[src/sv/rmpi_pkg.sv]
// shared types and constants for the recursive mutex with priority inheritance
// used by the wait memory, the controller and the top level
`default_nettype none

package rmpi_pkg;

    localparam int WAIT_SLOTS = 16;
    localparam int SLOT_W     = $clog2(WAIT_SLOTS);
    localparam int CNT_W      = $clog2(WAIT_SLOTS + 1);
    localparam int TASK_W     = 8;
    localparam int PRIO_W     = 8;
    localparam int DEPTH_W    = 8;
    localparam logic [DEPTH_W-1:0] MAX_NEST_DEPTH = 8'd255;

    typedef enum logic [0:0] {
        OP_LOCK   = 1'b0,
        OP_UNLOCK = 1'b1
    } op_t;

    typedef enum logic [2:0] {
        ST_GRANTED   = 3'd0,
        ST_BLOCKED   = 3'd1,
        ST_RELEASED  = 3'd2,
        ST_LOWERED   = 3'd3,
        ST_NOT_OWNER = 3'd4,
        ST_FULL      = 3'd5
    } status_t;

    typedef enum logic [1:0] {
        CS_IDLE,
        CS_SCAN,
        CS_FINISH
    } ctrl_state_t;

    typedef struct packed {
        op_t               op;
        logic [TASK_W-1:0] task_id;
        logic [PRIO_W-1:0] task_prio;
    } req_t;

    typedef struct packed {
        logic [TASK_W-1:0] task_id;
        logic [PRIO_W-1:0] prio;
    } slot_t;

    typedef struct packed {
        status_t            status;
        logic               prio_change_valid;
        logic [TASK_W-1:0]  prio_change_task;
        logic [PRIO_W-1:0]  prio_change_value;
        logic               wake_valid;
        logic [TASK_W-1:0]  wake_task;
        logic [DEPTH_W-1:0] depth_now;
    } result_t;

endpackage

`default_nettype wire

[src/sv/rmpi_wait_mem.sv]
// wait table storage: task number and priority per slot
// one write port, one read port with registered data; depends on rmpi_pkg
`default_nettype none

module rmpi_wait_mem
    import rmpi_pkg::*;
(
    input  wire logic              aclk,
    input  wire logic              wr_en,
    input  wire logic [SLOT_W-1:0] wr_addr,
    input  wire slot_t             wr_data,
    input  wire logic              rd_en,
    input  wire logic [SLOT_W-1:0] rd_addr,
    output slot_t                  rd_data
);

    slot_t mem [WAIT_SLOTS];
    slot_t rd_data_reg;

    always_ff @(posedge aclk) begin
        if (wr_en) begin
            mem[wr_addr] <= wr_data;
        end
    end

    always_ff @(posedge aclk) begin
        if (rd_en) begin
            rd_data_reg <= mem[rd_addr];
        end
    end

    assign rd_data = rd_data_reg;

endmodule

`default_nettype wire

[src/sv/rmpi_ctrl.sv]
// request sequencer: owner state, slot valid bits, wait table scan and update
// drives rmpi_wait_mem; depends on rmpi_pkg
`default_nettype none

module rmpi_ctrl
    import rmpi_pkg::*;
(
    input  wire logic              aclk,
    input  wire logic              aresetn,
    input  wire logic              req_valid,
    output logic                   req_ready,
    input  wire req_t              req,
    input  wire logic              out_free,
    output logic                   res_valid,
    output result_t                res,
    output logic                   mem_wr_en,
    output logic [SLOT_W-1:0]      mem_wr_addr,
    output slot_t                  mem_wr_data,
    output logic                   mem_rd_en,
    output logic [SLOT_W-1:0]      mem_rd_addr,
    input  wire slot_t             mem_rd_data
);

    ctrl_state_t         state_reg, state_next;
    req_t                req_reg, req_next;
    logic                owner_valid_reg, owner_valid_next;
    logic [TASK_W-1:0]   owner_task_reg, owner_task_next;
    logic [PRIO_W-1:0]   owner_prio_reg, owner_prio_next;
    logic [PRIO_W-1:0]   root_prio_reg, root_prio_next;
    logic [DEPTH_W-1:0]  depth_reg, depth_next;
    logic [WAIT_SLOTS-1:0] valid_reg, valid_next;
    logic [CNT_W-1:0]    issue_cnt_reg, issue_cnt_next;
    logic                rd_pend_reg, rd_pend_next;
    logic [SLOT_W-1:0]   rd_idx_reg, rd_idx_next;
    logic                hit_reg, hit_next;
    logic [SLOT_W-1:0]   hit_idx_reg, hit_idx_next;
    logic                best_reg, best_next;
    logic [SLOT_W-1:0]   best_idx_reg, best_idx_next;
    logic [PRIO_W-1:0]   best_prio_reg, best_prio_next;
    logic [TASK_W-1:0]   best_task_reg, best_task_next;

    logic                is_owner;
    logic                scan_need;
    logic                issue_more;
    logic                slot_live;
    logic                free_found;
    logic [SLOT_W-1:0]   free_idx;
    logic                have_slot;
    logic [SLOT_W-1:0]   use_idx;
    logic                commit;

    // lowest free slot straight from the valid flops
    always_comb begin
        free_found = 1'b0;
        free_idx   = '0;
        for (int i = WAIT_SLOTS - 1; i >= 0; i--) begin
            if (!valid_reg[i]) begin
                free_found = 1'b1;
                free_idx   = SLOT_W'(i);
            end
        end
    end

    assign is_owner   = owner_valid_reg && (owner_task_reg == req.task_id);
    // owner relock and non-final unlock need no pass over the table
    assign scan_need  = (req.op == OP_LOCK) ? !is_owner
                      : (is_owner && depth_reg == DEPTH_W'(1));
    assign issue_more = issue_cnt_reg < CNT_W'(WAIT_SLOTS);
    assign slot_live  = rd_pend_reg && valid_reg[rd_idx_reg];
    assign have_slot  = hit_reg || free_found;
    assign use_idx    = hit_reg ? hit_idx_reg : free_idx;
    assign commit     = (state_reg == CS_FINISH) && out_free;

    assign req_ready   = (state_reg == CS_IDLE);
    assign mem_rd_en   = (state_reg == CS_SCAN) && issue_more;
    assign mem_rd_addr = issue_cnt_reg[SLOT_W-1:0];

    always_comb begin
        state_next       = state_reg;
        req_next         = req_reg;
        owner_valid_next = owner_valid_reg;
        owner_task_next  = owner_task_reg;
        owner_prio_next  = owner_prio_reg;
        root_prio_next   = root_prio_reg;
        depth_next       = depth_reg;
        valid_next       = valid_reg;
        issue_cnt_next   = issue_cnt_reg;
        rd_pend_next     = 1'b0;
        rd_idx_next      = issue_cnt_reg[SLOT_W-1:0];
        hit_next         = hit_reg;
        hit_idx_next     = hit_idx_reg;
        best_next        = best_reg;
        best_idx_next    = best_idx_reg;
        best_prio_next   = best_prio_reg;
        best_task_next   = best_task_reg;
        mem_wr_en        = 1'b0;
        mem_wr_addr      = use_idx;
        mem_wr_data      = '{task_id: req_reg.task_id, prio: req_reg.task_prio};
        res_valid        = 1'b0;
        res              = '0;

        unique case (state_reg)
            CS_IDLE: begin
                if (req_valid) begin
                    req_next       = req;
                    issue_cnt_next = '0;
                    hit_next       = 1'b0;
                    best_next      = 1'b0;
                    state_next     = scan_need ? CS_SCAN : CS_FINISH;
                end
            end
            CS_SCAN: begin
                rd_pend_next = issue_more;
                if (issue_more) begin
                    issue_cnt_next = issue_cnt_reg + CNT_W'(1);
                end
                if (slot_live && !hit_reg && mem_rd_data.task_id == req_reg.task_id) begin
                    hit_next     = 1'b1;
                    hit_idx_next = rd_idx_reg;
                end
                if (slot_live && (!best_reg || mem_rd_data.prio > best_prio_reg)) begin
                    best_next      = 1'b1;
                    best_idx_next  = rd_idx_reg;
                    best_prio_next = mem_rd_data.prio;
                    best_task_next = mem_rd_data.task_id;
                end
                if (!issue_more && !rd_pend_reg) begin
                    state_next = CS_FINISH;
                end
            end
            CS_FINISH: begin
                if (commit) begin
                    res_valid  = 1'b1;
                    state_next = CS_IDLE;
                    if (req_reg.op == OP_LOCK) begin
                        if (!owner_valid_reg) begin
                            if (hit_reg) begin
                                valid_next[hit_idx_reg] = 1'b0;
                            end
                            owner_valid_next = 1'b1;
                            owner_task_next  = req_reg.task_id;
                            owner_prio_next  = req_reg.task_prio;
                            root_prio_next   = req_reg.task_prio;
                            depth_next       = DEPTH_W'(1);
                            res.status       = ST_GRANTED;
                        end else if (owner_task_reg == req_reg.task_id) begin
                            if (depth_reg >= MAX_NEST_DEPTH) begin
                                res.status = ST_FULL;
                            end else begin
                                depth_next = depth_reg + DEPTH_W'(1);
                                res.status = ST_GRANTED;
                            end
                        end else if (!have_slot) begin
                            res.status = ST_FULL;
                        end else begin
                            mem_wr_en           = 1'b1;
                            valid_next[use_idx] = 1'b1;
                            if (req_reg.task_prio > owner_prio_reg) begin
                                owner_prio_next       = req_reg.task_prio;
                                res.prio_change_valid = 1'b1;
                                res.prio_change_task  = owner_task_reg;
                                res.prio_change_value = req_reg.task_prio;
                            end
                            res.status = ST_BLOCKED;
                        end
                    end else begin
                        if (!owner_valid_reg || owner_task_reg != req_reg.task_id
                                || depth_reg == '0) begin
                            res.status = ST_NOT_OWNER;
                        end else if (depth_reg != DEPTH_W'(1)) begin
                            depth_next = depth_reg - DEPTH_W'(1);
                            res.status = ST_LOWERED;
                        end else begin
                            depth_next = '0;
                            if (owner_prio_reg > root_prio_reg) begin
                                res.prio_change_valid = 1'b1;
                                res.prio_change_task  = owner_task_reg;
                                res.prio_change_value = root_prio_reg;
                            end
                            owner_prio_next  = root_prio_reg;
                            owner_valid_next = 1'b0;
                            if (best_reg) begin
                                valid_next[best_idx_reg] = 1'b0;
                                res.wake_valid = 1'b1;
                                res.wake_task  = best_task_reg;
                            end
                            res.status = ST_RELEASED;
                        end
                    end
                    res.depth_now = depth_next;
                end
            end
            default: begin
                state_next = CS_IDLE;
            end
        endcase
    end

    always_ff @(posedge aclk) begin
        if (!aresetn) begin
            state_reg       <= CS_IDLE;
            owner_valid_reg <= 1'b0;
            owner_task_reg  <= '0;
            owner_prio_reg  <= '0;
            root_prio_reg   <= '0;
            depth_reg       <= '0;
            valid_reg       <= '0;
            rd_pend_reg     <= 1'b0;
        end else begin
            state_reg       <= state_next;
            owner_valid_reg <= owner_valid_next;
            owner_task_reg  <= owner_task_next;
            owner_prio_reg  <= owner_prio_next;
            root_prio_reg   <= root_prio_next;
            depth_reg       <= depth_next;
            valid_reg       <= valid_next;
            rd_pend_reg     <= rd_pend_next;
        end
    end

    always_ff @(posedge aclk) begin
        req_reg       <= req_next;
        issue_cnt_reg <= issue_cnt_next;
        rd_idx_reg    <= rd_idx_next;
        hit_reg       <= hit_next;
        hit_idx_reg   <= hit_idx_next;
        best_reg      <= best_next;
        best_idx_reg  <= best_idx_next;
        best_prio_reg <= best_prio_next;
        best_task_reg <= best_task_next;
    end

endmodule

`default_nettype wire

[src/sv/recursive_mutex_priority_inherit.sv]
// top level of the recursive mutex with priority inheritance
// instantiates rmpi_ctrl and rmpi_wait_mem and holds the result register; depends on rmpi_pkg
`default_nettype none

// Hardware recursive mutex with priority inheritance. Each request is a lock or
// an unlock from one task together with its current priority; each request gives
// exactly one result. A lock by the owner and an unlock that leaves the mutex held
// skip the wait table. A lock by another task, a lock of a free mutex and the
// unlock that frees the mutex walk the wait table memory one slot per cycle to
// find the task's slot or the best waiter. A new request is taken the cycle after
// the previous result is handed to the result register, even while that result
// still waits for m_tready.

module recursive_mutex_priority_inherit
    import rmpi_pkg::*;
(
    input  wire logic        aclk,
    input  wire logic        aresetn,
    input  wire logic        s_tvalid,
    output logic             s_tready,
    input  wire logic [15:0] s_tdata,   // task_id[7:0], task_prio[15:8]
    input  wire logic [0:0]  s_tuser,   // op
    output logic             m_tvalid,
    input  wire logic        m_tready,
    output logic [39:0]      m_tdata    // status[2:0], prio_change_valid[3],
                                        // prio_change_task[11:4], prio_change_value[19:12],
                                        // wake_valid[20], wake_task[28:21], depth_now[36:29]
);

    req_t              req;
    logic              res_valid;
    result_t           res;
    logic              out_free;
    logic              m_valid_reg;
    result_t           m_data_reg;
    logic              mem_wr_en;
    logic [SLOT_W-1:0] mem_wr_addr;
    slot_t             mem_wr_data;
    logic              mem_rd_en;
    logic [SLOT_W-1:0] mem_rd_addr;
    slot_t             mem_rd_data;

    assign req = '{op: op_t'(s_tuser[0]), task_id: s_tdata[7:0], task_prio: s_tdata[15:8]};

    assign out_free = !m_valid_reg || m_tready;

    rmpi_ctrl u_ctrl (
        .aclk        (aclk),
        .aresetn     (aresetn),
        .req_valid   (s_tvalid),
        .req_ready   (s_tready),
        .req         (req),
        .out_free    (out_free),
        .res_valid   (res_valid),
        .res         (res),
        .mem_wr_en   (mem_wr_en),
        .mem_wr_addr (mem_wr_addr),
        .mem_wr_data (mem_wr_data),
        .mem_rd_en   (mem_rd_en),
        .mem_rd_addr (mem_rd_addr),
        .mem_rd_data (mem_rd_data)
    );

    rmpi_wait_mem u_wait_mem (
        .aclk    (aclk),
        .wr_en   (mem_wr_en),
        .wr_addr (mem_wr_addr),
        .wr_data (mem_wr_data),
        .rd_en   (mem_rd_en),
        .rd_addr (mem_rd_addr),
        .rd_data (mem_rd_data)
    );

    always_ff @(posedge aclk) begin
        if (!aresetn) begin
            m_valid_reg <= 1'b0;
        end else if (res_valid) begin
            m_valid_reg <= 1'b1;
        end else if (m_tready) begin
            m_valid_reg <= 1'b0;
        end
    end

    always_ff @(posedge aclk) begin
        if (res_valid) begin
            m_data_reg <= res;
        end
    end

    assign m_tvalid = m_valid_reg;
    assign m_tdata  = {3'b000, m_data_reg.depth_now, m_data_reg.wake_task,
                       m_data_reg.wake_valid, m_data_reg.prio_change_value,
                       m_data_reg.prio_change_task, m_data_reg.prio_change_valid,
                       m_data_reg.status};

endmodule

`default_nettype wire

[config.mk]
export PLATFORM = sky130hd
export DESIGN_NAME = recursive_mutex_priority_inherit
export DESIGN_NICKNAME = d
export VERILOG_FILES = /design/src/sv/rmpi_pkg.sv /design/src/sv/rmpi_wait_mem.sv /design/src/sv/rmpi_ctrl.sv /design/src/sv/recursive_mutex_priority_inherit.sv
export SDC_FILE = /design/constraint.sdc
export NUM_CORES = 1
export LEC_CHECK = 0
export BUFFER_PORTS_ARGS = -buffer_cell sky130_fd_sc_hd__buf_2
export CAP_MARGIN = 20
export CORE_MARGIN = 2
export CORE_UTILIZATION = 29
export DETAILED_ROUTE_END_ITERATION = 6
export HOLD_SLACK_MARGIN = 0.1
export SLEW_MARGIN = 20
export SYNTH_ARGS = -nofsm -noshare
export SYNTH_HDL_FRONTEND = slang
export SYNTH_SLANG_ARGS = --single-unit
[constraint.sdc]
create_clock -name aclk -period 7.95 [get_ports aclk]
set_clock_uncertainty 0.2 [all_clocks]
set_input_delay 1.59 -clock aclk [delete_from_list [all_inputs] [get_ports aclk]]
set_output_delay 1.59 -clock aclk [all_outputs]
set_load 0.02 [all_outputs]
# == Yosys cells after proc, flatten, opt, wreduce, memory -nomap -nowiden ==
# Memory sizes are Yosys's and may differ from the RTL's. A register that Yosys moved wholly into a read port is not among the register bits.
# Cells that the tools add are included.
# Widths: inputs -> output; s select.
# word_totals
wordCells,223
output_inout_bits,42
ramBits,256
input_bits,21
n_memories,1
regBits,142
# mem_list
memory,words,width,rd,rd_clocked_by_memory_dff,write_ports,line_no,rtl
u_wait_mem.mem,16,16,1,1,1,rmpi_wait_mem.sv:17,slot_t mem [WAIT_SLOTS];
# classes
reduce_logical,44
n_eq_ne,20
muxes,106
bitwise,10
add_sub_neg,3
n_lt_le_gt_ge,12
# op_table
cell,count
$mux 16,8
$mux 8,13
$mux 17,5
$mux 4,17
$mux 26,2
$mux 1,40
$and 16x16->16,2
$not 16->16,2
$eq 8x8->1,3
$gt 8x8->1,3
$lt 4x5->1 const B,4
$mux 20,1
$or 16x16->16,1
$mux 3,5
$ne 2x2->1 const B,7
$demux 1 s4,3
$ge 4x1->1 const B,3
$logic_and 1x1->1,12
$reduce_and 3->1,4
$mux 5,2
$pmux 5 s2,1
$reduce_and 2->1,5
$mux 9,1
$ne 3x2->1 const B,3
27 further kinds,48

# == Longest topological paths before layout ==
# depth
word_depth,26
mapped_depth,10
ltp_nobuf,8

# == Cells and area by module ==
# Synthesis repeated with hierarchy kept, for this count alone.
# unflattened
hier_cells,1174
area_unflattened_um2,17758.3
# by_module_without_submodules
mod,seq_area_each_um2,area_each_um2,n_inst,cells_each
rmpi_wait_mem,8167.8,10203.5,1,432
rmpi_ctrl,2562.5,6368.6,1,697
recursive_mutex_priority_inherit,1131.1,1186.1,1,45

# == Worst setup path after synthesis ==
# No wires, ideal clock.
# synth_timing
kind,input port to flip-flop
startpoint,input m_tready
endpoint,register u_ctrl.owner_prio_reg[6]
t_arrival_ps,3983
path_stages,6
setup_ps,119
slack_ps,3648
required_ps,7631
n_path_buf,1
path_cell_list,nand2b_1 -> nand2_1 -> inv_1 -> clkbuf_1 -> a31oi_1 -> o221a_2
# synth_via
elab_chain_len,3
# synth_rtl
element,line_no,rtl
from (decl),recursive_mutex_priority_inherit.sv:24,"input wire logic m_tready,"
$logic_or 1x1->1,recursive_mutex_priority_inherit.sv:45,assign out_free = !m_valid_reg || m_tready;
$logic_and 1x1->1,rmpi_ctrl.sv:72,assign commit = (state_reg == CS_FINISH) && out_free;
$reduce_and 7->1 (no line),-,
to (signal assigned),rmpi_ctrl.sv:213,owner_prio_reg <= owner_prio_next;
to (decl),rmpi_ctrl.sv:28,"logic [PRIO_W-1:0] owner_prio_reg, owner_prio_next;"
# No other way between the ends.
# A chain may end at the register's enable or synchronous reset.

# == Worst setup path after layout ==
# layout_timing
startpoint,input m_tready
endpoint,register u_ctrl.owner_prio_reg[5]
# Same word-level chain as after synthesis.

==> results.txt <==
status - finished, final reports clean
DRC violation count after routing - 0
synth top area cells - edfxtp_1 61%, mux4_2 11%, dfxtp_1 6.5%
Syn Area/Cell - 15.8 um^2
Core ar. - 60000 um^2
WL/cell - 21.4 um
post-cts resize count - 0
GPL Wtd Cong - 0.861
PortBufs - 59
initial antenna violation count - 1
leading register cell type out of synthesis - edfxtp_1
final hold vios - 0
CTS max path bufs - 3
commonest cells in the netlist - 357 x edfxtp_1, 85 x mux4_2, 64 x nand2_1
synth unique cells - 65
CTS root buf - clkbuf_16
via count - 10100
nets - 1233
Crit Path Max Fanout - 17
CTS tree - built
Yosys top cell area share - 0.613
setup TNS - 0 ps
data required time of the worst path - 8190 ps
layout cells sized above 1 - 0.214
number of synthesized flops with an enable pin - 357
Achievable Freq - 231 MHz
vias in the first global route - 10100
post-layout min period - 4330 ps
clock-pin slew on the worst setup and hold paths - 60 ps
first-pass GRT wire length - 64.5 mm
unrepaired setup endpoints after global routing - no
max-slew violation count - 0
area of the die - 62300 um^2
Worst-Skew Late Latency - 560 ps
sequential element share of the synthesized area - 0.678
Initial Util - 0.291
Pwr Total - 4.91 mW
# rows - 90
Ys Warns - 0
Final Setup Violations - 0
Mapped Cells - 1110
max FFs per register - 256
Max Cap Violations - 0
GRT Total Usage - 0.136
post-route clock period utilization - 0.544
Routed WL - 42.9 mm
Slew Limit Headroom - 0.284
Hold Path Class - reg2reg
CTS H-tree lvls - 2
Post-DRT Antenna Nets - 0
P per Cell Area - 243 nW/um^2
Worst VDD drop - 0.000174 V
# IOs - 63
critical path type - in2reg
Top reg by flops - u_wait_mem.mem
Yosys reg bits - 414
Worst-Margin Slew - 1070 ps
count leader, synth - edfxtp_1
Die Ht - 250 um
Num CTS Buffers - 42
drt pass-1 iters - 5
Post-synth ARST share - 0
Mapped Area - 17500 um^2
detailed-route vias per instance - 5.06
Initial DRC Count - 1169
Register-to-Register Setup Slack - 4090 ps
Critical Path AT - 4570 ps
Lkg Pwr - 6.56 nW
number of post-CTS setup repair buffers - 0
die span in x - 250 um
# clock sinks - 414
CP Launch Type - input port
DP Wirelength - 28.0 mm
Placed Cells - 1921
ANT cells - 0
area delta synth->final - 15.5%
cell taking the most area after synthesis - edfxtp_1
final cell count without fillers - 2000
endpoint class of the critical path - flop
cts hold-fix bufs - 0
largest net degree at the start of global routing - 68
GRT Residual Overflow - 0
[where the power goes]
group	internal [mW]	switching (mW)	total, mW
sequential	2.41	0.0685	2.48
clock	1.20	0.861	2.06
combinational	0.158	0.210	0.368
total	3.77	1.14	4.91
[layout make-up]
| type | count | area (um^2) |
|---|---|---|
| clock buffers | 49 | 1100 |
| clock inverters | 29 | 353 |
| fillers | 5688 | 39800 |
| inverters | 38 | 143 |
| multi-input cells | 601 | 5270 |
| flip-flops and latches | 414 | 11900 |
| well taps | 782 | 978 |
| repair buffers | 87 | 505 |
[per-stage QoR]
stage / instance area (um^2) / hold slack, ps / worst slack [ps] / util
floorplan: 17500 / 146 / 3650 / -
global placement: 18700 / 234 / 3300 / 0.312
detailed placement: 18700 / 242 / 3150 / 0.312
CTS: 20200 / 248 / 3730 / 0.337
global route: 20200 / 262 / 3400 / 0.337
finish: 20200 / 244 / 3620 / 0.337
[worst paths after layout]
check	endpoint	depth (start not counted)	from
min reg2reg	u_ctrl.best_prio_reg[0]	0	u_wait_mem.rd_data[0]
max	u_ctrl.owner_prio_reg[5]	8	m_tready
max reg2reg	u_ctrl.valid_reg[8]	6	u_ctrl.mem_wr_data[12]
min	u_ctrl.best_prio_reg[0]	0	u_wait_mem.rd_data[0]
[cells in the final DEF (no fill, tap or decap), types with 14 or more instances in the layout]
master / count
edfxtp_1: 357
xor2_1: 23
o21ai_0: 32
ha_1: 28
nand2_1: 64
and2_1: 22
buf_2: 59
nor3_1: 21
nor4_1: 16
nor2_1: 56
clkbuf_16: 43
dfxtp_1: 57
nand2b_1: 14
inv_1: 36
mux4_2: 85
buf_4: 28
a21oi_1: 34
a31oi_1: 27
[layer usage]
| metal | GRT usage | wire (um) | vias up |
|---|---|---|---|
| li1 | - | - | 4558 |
| met1 | 0.182 | 18300 | 5118 |
| met2 | 0.224 | 20600 | 370 |
| met3 | 0.0248 | 2790 | 70 |
| met4 | 0.0466 | 1180 | 0 |
| met5 | 0 | 0 | - |
[worst max-delay path: stages]
cell,delay [ps]
buf_2,100
nand2b_1,180
nand2_1,390
inv_2,290
nand2_1,570
o31a_1,740
o31ai_2,330
o221a_2,360
[kinds of logic (layout without fill, tap and decap cells)]
kind of cell / after synthesis / count (layout) / synth area share
buffers and inverters: 97 / 203 / 0.0220
multiplexers: 91 / 91 / 0.113
AO/OA/AOI/OAI: 184 / 184 / 0.0732
AND/OR/NAND/NOR: 263 / 263 / 0.0775
adder cells (fa/ha/maj): 28 / 28 / 0.0200
XOR/XNOR: 32 / 32 / 0.0160
other: 1 / 3 / 0.000214
flip-flops: 414 / 414 / 0.678
Note: power is estimated with default switching activity, not from simulation.
